`src/hw/rtl/sc1a_pkg.sv`:
```
// Package for the scan code set 1 to ASCII decoder.
// Holds the scan codes, ASCII constants, item kinds and the key map function.
// No dependencies.
`default_nettype none

package sc1a_pkg;

    // Key map storage: the shift flag and seven code bits address one entry.
    localparam int KM_DEPTH = 256;
    localparam int KM_AW    = 8;
    localparam int CH_W     = 7;

    localparam logic [7:0] SC_SHIFT_L_DN = 8'h2A;
    localparam logic [7:0] SC_SHIFT_R_DN = 8'h36;
    localparam logic [7:0] SC_SHIFT_L_UP = 8'hAA;
    localparam logic [7:0] SC_SHIFT_R_UP = 8'hB6;
    localparam logic [7:0] SC_CAPS_DN    = 8'h3A;
    localparam logic [7:0] SC_CTRL_DN    = 8'h1D;
    localparam logic [7:0] SC_CTRL_UP    = 8'h9D;
    localparam logic [7:0] SC_UP         = 8'h48;
    localparam logic [7:0] SC_DOWN       = 8'h50;

    localparam logic [CH_W-1:0] ASCII_NUL     = 7'h00;
    localparam logic [CH_W-1:0] ASCII_ESC     = 7'h1B;
    localparam logic [CH_W-1:0] ASCII_BRACKET = 7'h5B;
    localparam logic [CH_W-1:0] ASCII_UP_A    = 7'h41;
    localparam logic [CH_W-1:0] ASCII_UP_B    = 7'h42;
    localparam logic [CH_W-1:0] ASCII_UP_Z    = 7'h5A;
    localparam logic [CH_W-1:0] ASCII_LO_A    = 7'h61;
    localparam logic [CH_W-1:0] ASCII_LO_Z    = 7'h7A;
    localparam logic [CH_W-1:0] CASE_BIT      = 7'h20;

    typedef enum logic [1:0] {
        KIND_CHAR,
        KIND_UP,
        KIND_DOWN
    } kind_t;

    typedef enum logic {
        STEP_BRACKET,
        STEP_LETTER
    } run_step_t;

    // Returns the character for a make code, from the shifted or unshifted map.
    function automatic logic [CH_W-1:0] km_entry(input logic shifted,
                                                 input logic [6:0] code);
        logic [2*CH_W-1:0] pair;    // shifted character high, plain low
        begin
            case (code)
                7'h01: pair = {7'h1B, 7'h1B};
                7'h02: pair = {7'h21, 7'h31};
                7'h03: pair = {7'h40, 7'h32};
                7'h04: pair = {7'h23, 7'h33};
                7'h05: pair = {7'h24, 7'h34};
                7'h06: pair = {7'h25, 7'h35};
                7'h07: pair = {7'h5E, 7'h36};
                7'h08: pair = {7'h26, 7'h37};
                7'h09: pair = {7'h2A, 7'h38};
                7'h0A: pair = {7'h28, 7'h39};
                7'h0B: pair = {7'h29, 7'h30};
                7'h0C: pair = {7'h5F, 7'h2D};
                7'h0D: pair = {7'h2B, 7'h3D};
                7'h0E: pair = {7'h08, 7'h08};
                7'h0F: pair = {7'h09, 7'h09};
                7'h10: pair = {7'h51, 7'h71};
                7'h11: pair = {7'h57, 7'h77};
                7'h12: pair = {7'h45, 7'h65};
                7'h13: pair = {7'h52, 7'h72};
                7'h14: pair = {7'h54, 7'h74};
                7'h15: pair = {7'h59, 7'h79};
                7'h16: pair = {7'h55, 7'h75};
                7'h17: pair = {7'h49, 7'h69};
                7'h18: pair = {7'h4F, 7'h6F};
                7'h19: pair = {7'h50, 7'h70};
                7'h1A: pair = {7'h7B, 7'h5B};
                7'h1B: pair = {7'h7D, 7'h5D};
                7'h1C: pair = {7'h0A, 7'h0A};
                7'h1E: pair = {7'h41, 7'h61};
                7'h1F: pair = {7'h53, 7'h73};
                7'h20: pair = {7'h44, 7'h64};
                7'h21: pair = {7'h46, 7'h66};
                7'h22: pair = {7'h47, 7'h67};
                7'h23: pair = {7'h48, 7'h68};
                7'h24: pair = {7'h4A, 7'h6A};
                7'h25: pair = {7'h4B, 7'h6B};
                7'h26: pair = {7'h4C, 7'h6C};
                7'h27: pair = {7'h3A, 7'h3B};
                7'h28: pair = {7'h22, 7'h27};
                7'h29: pair = {7'h7E, 7'h60};
                7'h2B: pair = {7'h7C, 7'h5C};
                7'h2C: pair = {7'h5A, 7'h7A};
                7'h2D: pair = {7'h58, 7'h78};
                7'h2E: pair = {7'h43, 7'h63};
                7'h2F: pair = {7'h56, 7'h76};
                7'h30: pair = {7'h42, 7'h62};
                7'h31: pair = {7'h4E, 7'h6E};
                7'h32: pair = {7'h4D, 7'h6D};
                7'h33: pair = {7'h3C, 7'h2C};
                7'h34: pair = {7'h3E, 7'h2E};
                7'h35: pair = {7'h3F, 7'h2F};
                7'h37: pair = {7'h2A, 7'h2A};
                7'h39: pair = {7'h20, 7'h20};
                7'h4A: pair = {7'h2D, 7'h2D};
                7'h4E: pair = {7'h2B, 7'h2B};
                default: pair = {ASCII_NUL, ASCII_NUL};
            endcase
            km_entry = shifted ? pair[2*CH_W-1:CH_W] : pair[CH_W-1:0];
        end
    endfunction

endpackage

`default_nettype wire

```
`src/hw/rtl/sc1a_ram.sv`:
```
// Generic simple dual-port RAM: one write port, one read port, registered read.
// No dependencies.
`default_nettype none

module sc1a_ram #(
    parameter int WIDTH = 8,
    parameter int DEPTH = 256
) (
    input  wire logic                     aclk,
    input  wire logic                     we,
    input  wire logic [$clog2(DEPTH)-1:0] waddr,
    input  wire logic [WIDTH-1:0]         wdata,
    input  wire logic                     re,
    input  wire logic [$clog2(DEPTH)-1:0] raddr,
    output logic      [WIDTH-1:0]         rdata
);

    logic [WIDTH-1:0] mem [DEPTH];

    always_ff @(posedge aclk) begin
        if (we) begin
            mem[waddr] <= wdata;
        end
        if (re) begin
            rdata <= mem[raddr];
        end
    end

endmodule

`default_nettype wire

```
`src/hw/rtl/scancode_set1_to_ascii_unit.sv`:
```
// Scan code set 1 to ASCII decoder, top level.
// Uses sc1a_pkg and sc1a_ram (key map storage).
//
// Usage:
// The s_ channel takes one keyboard byte per item in s_tdata; s_tuser marks
// a byte from the mouse, which is dropped. The m_ channel gives one ASCII
// character per item in m_tdata[6:0]; m_tlast marks the last character of
// the run caused by one input item.
// Shift, ctrl and caps-lock codes update internal flags and give no output;
// other release codes and unmapped keys give nothing either.
// Path: an accepted key is registered in the lookup stage and then in the
// output register, where it waits while that register is busy. A normal key
// gives one item; an up or down arrow gives ESC '[' 'A' or 'B', three items
// at the single output register, and the next key waits in the lookup stage.
// Reset: the key map RAM is loaded with all 256 entries from the package
// table, one entry per cycle; s_tready stays low until the load is done.
// Flags clear to zero. Stall: a held m_tready keeps the output item stable;
// one more input item waits in the lookup stage, after which s_tready drops.
`default_nettype none

module scancode_set1_to_ascii_unit (
    input  wire logic       aclk,
    input  wire logic       aresetn,
    input  wire logic       s_tvalid,
    output logic            s_tready,
    input  wire logic [7:0] s_tdata,   // [7:0] scan_byte
    input  wire logic       s_tuser,   // [0] from_aux
    output logic            m_tvalid,
    input  wire logic       m_tready,
    output logic      [7:0] m_tdata,   // [6:0] char_code, [7] zero
    output logic            m_tlast
);
    import sc1a_pkg::*;

    // Table load after reset.
    logic             load_reg, load_next;
    logic [KM_AW-1:0] load_addr_reg, load_addr_next;

    // Modifier flags.
    logic shift_reg, shift_next;
    logic caps_reg, caps_next;
    logic ctrl_reg, ctrl_next;

    // Lookup stage: RAM data is valid here.
    logic      s1_valid_reg, s1_valid_next;
    kind_t     s1_kind_reg, s1_kind_next;
    logic      s1_caps_reg, s1_caps_next;
    logic      s1_ctrl_reg, s1_ctrl_next;

    // Output register and arrow run.
    logic            out_valid_reg, out_valid_next;
    logic [CH_W-1:0] out_char_reg, out_char_next;
    logic            out_last_reg, out_last_next;
    run_step_t       run_step_reg, run_step_next;
    logic [CH_W-1:0] run_letter_reg, run_letter_next;

    logic            s_acc, m_acc, s1_take, s1_adv, s1_emit, out_free, out_load;
    logic [CH_W-1:0] ram_rdata, ch_caps, ch_fin;

    sc1a_ram #(
        .WIDTH (CH_W),
        .DEPTH (KM_DEPTH)
    ) u_km_ram (
        .aclk  (aclk),
        .we    (load_reg),
        .waddr (load_addr_reg),
        .wdata (km_entry(load_addr_reg[KM_AW-1], load_addr_reg[KM_AW-2:0])),
        .re    (s1_take),
        .raddr ({shift_reg, s_tdata[6:0]}),
        .rdata (ram_rdata)
    );

    assign s_acc = s_tvalid && s_tready;
    assign m_acc = out_valid_reg && m_tready;

    // Caps lock, then ctrl, applied to the looked-up character.
    always_comb begin
        ch_caps = ram_rdata;
        if (s1_caps_reg && (ram_rdata inside {[ASCII_LO_A:ASCII_LO_Z]})) begin
            ch_caps = ram_rdata & ~CASE_BIT;
        end
        ch_fin = ch_caps;
        if (s1_ctrl_reg && (ch_caps inside {[ASCII_LO_A:ASCII_LO_Z]})) begin
            ch_fin = ch_caps - (ASCII_LO_A - 7'd1);
        end else if (s1_ctrl_reg && (ch_caps inside {[ASCII_UP_A:ASCII_UP_Z]})) begin
            ch_fin = ch_caps - (ASCII_UP_A - 7'd1);
        end
    end

    assign out_free = !out_valid_reg || (m_acc && out_last_reg);
    assign s1_emit  = (s1_kind_reg != KIND_CHAR) || (ch_fin != ASCII_NUL);
    assign s1_adv   = s1_valid_reg && (out_free || !s1_emit);
    assign out_load = s1_valid_reg && s1_emit && out_free;
    assign s_tready = !load_reg && (!s1_valid_reg || s1_adv);

    // Input decode: modifiers change flags here, keys go on to the lookup.
    always_comb begin
        shift_next   = shift_reg;
        caps_next    = caps_reg;
        ctrl_next    = ctrl_reg;
        s1_take      = 1'b0;
        s1_kind_next = s1_kind_reg;
        if (s_acc && !s_tuser) begin
            case (s_tdata)
                SC_SHIFT_L_DN, SC_SHIFT_R_DN: shift_next = 1'b1;
                SC_SHIFT_L_UP, SC_SHIFT_R_UP: shift_next = 1'b0;
                SC_CTRL_DN:                   ctrl_next  = 1'b1;
                SC_CTRL_UP:                   ctrl_next  = 1'b0;
                SC_CAPS_DN:                   caps_next  = !caps_reg;
                SC_UP: begin
                    s1_take      = 1'b1;
                    s1_kind_next = KIND_UP;
                end
                SC_DOWN: begin
                    s1_take      = 1'b1;
                    s1_kind_next = KIND_DOWN;
                end
                default: begin
                    if (!s_tdata[7]) begin
                        s1_take      = 1'b1;
                        s1_kind_next = KIND_CHAR;
                    end
                end
            endcase
        end
    end

    always_comb begin
        s1_valid_next = s1_valid_reg;
        s1_caps_next  = s1_caps_reg;
        s1_ctrl_next  = s1_ctrl_reg;
        if (s1_take) begin
            s1_valid_next = 1'b1;
            s1_caps_next  = caps_reg;
            s1_ctrl_next  = ctrl_reg;
        end else if (s1_adv) begin
            s1_valid_next = 1'b0;
        end
    end

    always_comb begin
        out_valid_next  = out_valid_reg;
        out_char_next   = out_char_reg;
        out_last_next   = out_last_reg;
        run_step_next   = run_step_reg;
        run_letter_next = run_letter_reg;
        if (out_load) begin
            out_valid_next = 1'b1;
            if (s1_kind_reg == KIND_CHAR) begin
                out_char_next = ch_fin;
                out_last_next = 1'b1;
            end else begin
                out_char_next   = ASCII_ESC;
                out_last_next   = 1'b0;
                run_step_next   = STEP_BRACKET;
                run_letter_next = (s1_kind_reg == KIND_UP) ? ASCII_UP_A : ASCII_UP_B;
            end
        end else if (m_acc) begin
            if (out_last_reg) begin
                out_valid_next = 1'b0;
            end else if (run_step_reg == STEP_BRACKET) begin
                out_char_next = ASCII_BRACKET;
                run_step_next = STEP_LETTER;
            end else begin
                out_char_next = run_letter_reg;
                out_last_next = 1'b1;
            end
        end
    end

    always_comb begin
        load_next      = load_reg;
        load_addr_next = load_addr_reg;
        if (load_reg) begin
            load_addr_next = load_addr_reg + 1'b1;
            if (&load_addr_reg) begin
                load_next = 1'b0;
            end
        end
    end

    always_ff @(posedge aclk) begin
        if (!aresetn) begin
            load_reg      <= 1'b1;
            load_addr_reg <= '0;
            shift_reg     <= 1'b0;
            caps_reg      <= 1'b0;
            ctrl_reg      <= 1'b0;
            s1_valid_reg  <= 1'b0;
            out_valid_reg <= 1'b0;
        end else begin
            load_reg      <= load_next;
            load_addr_reg <= load_addr_next;
            shift_reg     <= shift_next;
            caps_reg      <= caps_next;
            ctrl_reg      <= ctrl_next;
            s1_valid_reg  <= s1_valid_next;
            out_valid_reg <= out_valid_next;
        end
    end

    always_ff @(posedge aclk) begin
        s1_kind_reg    <= s1_kind_next;
        s1_caps_reg    <= s1_caps_next;
        s1_ctrl_reg    <= s1_ctrl_next;
        out_char_reg   <= out_char_next;
        out_last_reg   <= out_last_next;
        run_step_reg   <= run_step_next;
        run_letter_reg <= run_letter_next;
    end

    assign m_tvalid = out_valid_reg;
    assign m_tdata  = {1'b0, out_char_reg};
    assign m_tlast  = out_last_reg;

endmodule

`default_nettype wire

```
`config.mk`:
```
export PLATFORM = sky130hd
export DESIGN_NAME = scancode_set1_to_ascii_unit
export DESIGN_NICKNAME = d
export VERILOG_FILES = /design/src/hw/rtl/sc1a_pkg.sv /design/src/hw/rtl/sc1a_ram.sv /design/src/hw/rtl/scancode_set1_to_ascii_unit.sv
export SDC_FILE = /design/constraint.sdc
export NUM_CORES = 2
export LEC_CHECK = 0
export ABC_AREA = 1
export BUFFER_PORTS_ARGS = -buffer_cell sky130_fd_sc_hd__buf_4
export CAP_MARGIN = 5
export CORE_ASPECT_RATIO = 1.5
export CORE_MARGIN = 2
export CORE_UTILIZATION = 36
export DETAILED_ROUTE_END_ITERATION = 16
export SYNTH_ARGS = -nofsm -noshare
export SYNTH_HDL_FRONTEND = slang
export SYNTH_SLANG_ARGS = --single-unit
```
`constraint.sdc`:
```
create_clock -name aclk -period 9.1 [get_ports aclk]
set_clock_uncertainty 0.1 [all_clocks]
set_input_delay 1.82 -clock aclk [delete_from_list [all_inputs] [get_ports aclk]]
set_output_delay 1.82 -clock aclk [all_outputs]
set_load 0.03 [all_outputs]
```
**Yosys cells after proc, flatten, opt, wreduce, memory -nomap -nowiden**

Memories as Yosys holds them, arrays and structs flattened. A register that Yosys moved wholly into a read port is not among the register bits.
Index checks and enable logic that the tools add are counted.

- Output and inout port bits: 11
- Memory bits (writable): 1792
- Bits in registers: 34
- Word-level logic and storage cells: 122
- ROM bits: 1792
- Memories kept: 2

Memories:

| memory | words | width | rd ports | clocked after Yosys merged registers in | wr ports | RTL line | source |
|---|---|---|---|---|---|---|---|
| (name not given) | 128 | 14 | 1 | 1 | 0 | sc1a_pkg.sv:49 | `case (code)` |
| u_km_ram.mem | 256 | 7 | 1 | 1 | 1 | sc1a_ram.sv:18 | `logic [WIDTH-1:0] mem [DEPTH];` |

- Add/subtract/negate cells: 3
- Multiplexer cells: 37
- Eq/ne operators: 13
- Reductions and logical operators: 45
- $lt $le $gt $ge: 6
- Bitwise gates (word level): 2

Operators by type and width:

| kind | count |
|---|---|
| $mux W7 | 10 |
| $eq A8 B6 Y1 const B | 3 |
| $eq A8 B8 Y1 const B | 3 |
| $ge A7 B7 Y1 const B | 3 |
| $le A7 B7 Y1 const B | 3 |
| $mux W1 | 20 |
| $eq A8 B7 Y1 const B | 2 |
| $logic_and A1 B1 Y1 | 14 |
| $sub A7 B7 Y7 const B | 2 |
| $reduce_and A2 Y1 | 6 |
| $reduce_bool A2 Y1 | 6 |
| $add A8 B1 Y8 const B | 1 |
| $eq A8 B5 Y1 const B | 1 |
| $reduce_and A8 Y1 | 1 |
| $reduce_bool A7 Y1 | 1 |
| $reduce_or A7 Y1 | 1 |
| $logic_not A1 Y1 | 6 |
| $mux W6 | 1 |
| $pmux W1 S2 | 3 |
| $pmux W2 S3 | 1 |
| $reduce_and A3 Y1 | 2 |
| $reduce_or A2 Y1 | 3 |
| $logic_or A1 B1 Y1 | 4 |
| $mux W2 | 2 |
| 6 further kinds | 7 |

**Longest topological paths before layout**

- Depth after elaboration: 20
- Gate-level depth with buffers: 21
- Depth with buffers taken out: 21

**Cells and area by module**

A second synthesis with hierarchy kept.

- Cells, all modules: 6672
- Area, all modules: 76472.1 sq um

By module, submodules not included:

| module | times used | cells an instance | sequential area each (sq um) | area an instance (sq um) |
|---|---|---|---|---|
| sc1a_ram | 1 | 6218 | 54021.8 | 73339.1 |
| scancode_set1_to_ascii_unit | 1 | 454 | 1011.0 | 3133.0 |

**Worst setup path before layout**

No wires, ideal clock.

- Path type: reg2reg
- Start point: register load_addr_reg[7]
- End point: memory u_km_ram.mem[0][0] in the netlist's numbering (data pin)
- Data arrival time: 3665 ps
- Buffers on the path: 1
- Setup time: 824 ps
- Slack: 4511 ps
- Period minus slack after synthesis: 4589 ps
- Cell stages (with the launch flop): 4
- Path through: dfxtp_1 clkbuf_1 nand2_1 nand2_1

- Longest elaborated chain between the ends: 1

Ends and longest elaborated chain:

| what | RTL line | source |
|---|---|---|
| from (decl) | scancode_set1_to_ascii_unit.sv:37 | `logic [KM_AW-1:0] load_addr_reg, load_addr_next;` |
| from (signal assigned) | scancode_set1_to_ascii_unit.sv:193 | `load_addr_reg <= load_addr_next;` |
| $mux W7 | sc1a_pkg.sv:107 | `km_entry = shifted ? pair[2*CH_W-1:CH_W] : pair[CH_W-1:0];` |
| via u_km_ram.wdata[0] | sc1a_ram.sv:12 | `input wire logic [WIDTH-1:0] wdata,` |
| to (decl) | sc1a_ram.sv:18 |  |

The timed path passes the listed nets, and every way through them passes these cells.

**Worst setup path after layout**

- Start point: register u_km_ram.rdata[1], read port of u_km_ram.mem
- End point: output port s_tready

- Longest elaborated chain between the ends: 16
- Elaborated cells on any way between the ends: 24

Ends and longest elaborated chain:

| what | RTL line | source |
|---|---|---|
| from (decl) | sc1a_ram.sv:15 | `output logic [WIDTH-1:0] rdata` |
| $ge A7 B7 Y1 or $le A7 B7 Y1 (tied branches) | scancode_set1_to_ascii_unit.sv:79 | `if (s1_caps_reg && (ram_rdata inside {[ASCII_LO_A:ASCII_LO_Z]})) begin` |
| $logic_and A1 B1 Y1 (2 in a row) | scancode_set1_to_ascii_unit.sv:79 |  |
| $mux W6 (*) | scancode_set1_to_ascii_unit.sv:79 |  |
| $ge A7 B7 Y1 or $le A7 B7 Y1 (tied branches) | scancode_set1_to_ascii_unit.sv:85 | `end else if (s1_ctrl_reg && (ch_caps inside {[ASCII_UP_A:ASCII_UP_Z]})) begin` |
| $logic_and A1 B1 Y1 (2 in a row) | scancode_set1_to_ascii_unit.sv:85 |  |
| $mux W7 | scancode_set1_to_ascii_unit.sv:85 |  |
| $mux W7 (*) | scancode_set1_to_ascii_unit.sv:83 | `if (s1_ctrl_reg && (ch_caps inside {[ASCII_LO_A:ASCII_LO_Z]})) begin` |
| $reduce_bool A7 Y1 (*) | scancode_set1_to_ascii_unit.sv:91 | `assign s1_emit = (s1_kind_reg != KIND_CHAR) \|\| (ch_fin != ASCII_NUL);` |
| $logic_or A1 B1 Y1 (*) | scancode_set1_to_ascii_unit.sv:91 |  |
| $logic_not A1 Y1 (*) | scancode_set1_to_ascii_unit.sv:92 | `assign s1_adv = s1_valid_reg && (out_free \|\| !s1_emit);` |
| $logic_or A1 B1 Y1 (*) | scancode_set1_to_ascii_unit.sv:92 |  |
| $logic_and A1 B1 Y1 (*) | scancode_set1_to_ascii_unit.sv:92 |  |
| $logic_or A1 B1 Y1 (*) | scancode_set1_to_ascii_unit.sv:94 | `assign s_tready = !load_reg && (!s1_valid_reg \|\| s1_adv);` |
| $logic_and A1 B1 Y1 (*) | scancode_set1_to_ascii_unit.sv:94 |  |
| to (decl) | scancode_set1_to_ascii_unit.sv:25 | `output logic s_tready,` |

Every way passes the cells marked *; elsewhere a longest branch is shown, timed or not.

==> results.sh <==
export IMPL_grt_setup_unrepaired="false"
export IMPL_crit_chain="nor2_2 -> nor2_1 -> nand2_1 -> nand3_2 -> nand2_2 -> inv_1 -> ha_1 -> a21boi_0 -> nand2_1 -> nor2_1 -> nand2_1 -> nand2_1 -> nand3_1 -> nand3_2 -> nand3_2 -> nand2_1 -> inv_1 -> buf_4"
export IMPL_die_y_um=554
export IMPL_vdd_drop_max_uv=156
export IMPL_async_flop_share_pct=0
export IMPL_clk_latency_ns=0.80
export IMPL_grt_usage_pct=20.0
export IMPL_synth_top_area_cell="edfxtp_1"
export IMPL_placed_area_mm2=0.0753
export IMPL_critPathKind="reg -> out"
export IMPL_power_per_cell_area_mw_per_mm2=219
export IMPL_yosysWarnings=0
export IMPL_cpLargestDelayFamily="simple AND/OR/NAND/NOR gates"
export IMPL_synth_enable_flop_cells=1814
export IMPL_ys_seq_elements=1842
export IMPL_clockBufferDepth=4
export IMPL_finalHoldViolCount=0
export IMPL_multiInputGateArea_mm2=0.0157
export IMPL_endpoint_kind="output pin"
export IMPL_clock_sinks=1842
export IMPL_tritoncts="yes"
export IMPL_viasPerCell=5.64
export IMPL_min_delay_path_depth=0
export IMPL_io_pins=24
export IMPL_reg2reg_slack_ns=5.41
export IMPL_gp_congestion=0.865
export IMPL_synthFlopType="edfxtp_1"
export IMPL_routed_wl_um=211000
export IMPL_cp_num_buf_inv=3
export IMPL_grt_pass1_vias=44400
export IMPL_dp_slack_ns=3.17
export IMPL_slew_headroom_pct=15.3
export IMPL_clk_pin_slew_ns=0.07
export IMPL_ctsHoldBuffers=0
export IMPL_n_fill_cell=18500
export IMPL_critPathSlowestCell="edfxtp_1"
export IMPL_holdWs_ns=0.338
export IMPL_grt_pass1_wl_um=306000
export IMPL_synth_area_leaders="edfxtp_1, o21ai_0, a22oi_1"
export IMPL_die_w_um=371
export IMPL_setup_ws_ns=3.52
export IMPL_synthDistinctLibCells=57
export IMPL_dp_cells=7723
export IMPL_max_freq_mhz=179
export IMPL_area_growth_pct=11.1
export IMPL_die_area_mm2=0.205
export IMPL_grt_max_degree=204
export IMPL_nets=5283
export IMPL_worst_pin_slew_ns=1.27
export IMPL_overflow=0
export IMPL_final_cells=8021
export IMPL_grt_busiest_layer="met2"
export IMPL_tns_ns=0
export IMPL_synthCells=5349
export IMPL_ys_seq_area_share_pct=75.8
export IMPL_drt_iter0_drc=4581
export IMPL_synth_most_common_cell="edfxtp_1"
export IMPL_wl_per_cell_um=26.3
export IMPL_cap_viol_max_count=0
export IMPL_final_layout_size_suffix_gt1_share_pct=7.14
export IMPL_reg2reg_depth=16
export IMPL_clockRootBuffer="clkbuf_16"
export IMPL_met2_usage_pct=34.6
export IMPL_regArea_mm2=0.0550
export IMPL_hold_class="reg -> reg"
export IMPL_cts_setup_buffers=0
export IMPL_avgSynthCellArea_um2=13.6
export IMPL_row_count=201
export IMPL_cpMostUsedCell="nand2_1"
export IMPL_synth_common_cells="edfxtp_1, o21ai_0, nor2_1"
export IMPL_synth_nets=5380
export IMPL_cp_required_ns=7.18
export IMPL_postLayoutCellArea_mm2=0.0806
export IMPL_finalMaxSlewViolations=0
export IMPL_crit_path_max_incr_delay_ns=0.60
export IMPL_htree_levels=4
export IMPL_cp_depth=18
export IMPL_path_max_fanout=5
export IMPL_via_count=45200
export IMPL_cts_buffers=166
export IMPL_largest_reg_flops=1792
export IMPL_ant_nets=0
export IMPL_ctsResizeCount=0
export IMPL_start_util_pct=36.2
export IMPL_fin_crit_sh_pct=61.3
export IMPL_setup_viol=0
export IMPL_status="complete, no violations"
export IMPL_arrival_ns=3.66
export IMPL_use_met3_pct=3.12
export IMPL_antenna_found_initial=9
export IMPL_drc=0
export IMPL_dr_pass1_iters=6
export IMPL_synth_top_area_share_pct=75.1
export IMPL_core_area_mm2=0.200
export IMPL_leakage_nw=25.2
export IMPL_globalRouteMet1Util_pct=23.5
export IMPL_syn_area_mm2=0.0726
export IMPL_dp_hpwl_um=119000
export IMPL_numPortBuffers=22
export IMPL_worst_setup_path_start_kind="register"
export IMPL_period_minus_slack_ns=5.58
-- cell families (layout without fill, tap and decap cells) --
group                      count (synthesis)  count (layout)  share of synthesized area, %
adders and majority gates                 18              18                         0.310
DFF                                     1842            1842                          75.8
and+or+nand+nor                         1483            1483                          8.29
AOI/OAI and AO/OA                       1565            1565                          12.9
buffers and inverters                    439             468                          2.69
xor gates and xnor gates                   1               1                        0.0121
other                                      1               5                       0.00517
-- through the flow --
stage / total power, W / util (%)
final: 0.0176 / 40.3
after global routing: 0.0181 / 40.3
after global placement: 0.0108 / 37.6
after floorplan: 0.0104 / -
after CTS: 0.0177 / 40.3
after detailed placement: 0.0108 / 37.6
-- worst paths after layout --
kind,from,to
worst min-delay path,ctrl_reg,s1_ctrl_reg
worst min register to register,ctrl_reg,s1_ctrl_reg
worst max register to register,u_km_ram.rdata[1],u_km_ram.rdata[4]
worst max-delay path,u_km_ram.rdata[1],s_tready
-- cell type report --
cell class                 count  share of cell area (%)
sequential                  1842                    68.3
multi-input combinational   3068                    19.5
timing repair buffer          88                    1.12
clock buffer                 209                    5.51
inverter                      86                   0.427
antenna                        4                  0.0124
clock inverter                85                    1.09
tap                         2639                    4.10
-- placed cells by master (no fill, tap or decap), types with 17 or more instances in the layout --
cell,synthesis,final
nand3_1,58,54
clkinv_1,5,38
a22o_1,35,35
clkbuf_1,196,36
inv_1,65,65
edfxtp_1,1814,1814
nand4_1,69,69
ha_1,18,18
clkbuf_16,0,171
nor2_1,780,774
a21oi_1,67,67
buf_12,0,18
a22oi_1,448,448
clkinv_2,0,18
o21ai_0,853,853
dfxtp_1,28,28
o21ai_1,91,91
a41oi_1,17,17
nand2_1,533,520
buf_4,7,68
bufinv_16,0,18
-- where the power goes --
group | leakage [nW] | switching [W] | internal, W
clock | 2.57 | 0.00306 | 0.00397
combinational | 5.76 | 0.000899 | 0.000213
sequential | 16.8 | 0.00000622 | 0.00950
total | 25.2 | 0.00396 | 0.0137
-- per-layer routing --
layer / share of wire [%] / wire length [µm]
met5: 0.031 / 66
met4: 6.4 / 13500
met3: 6.9 / 14600
met2: 50 / 106000
met1: 36 / 76600
(Power assumes the default switching activity.)
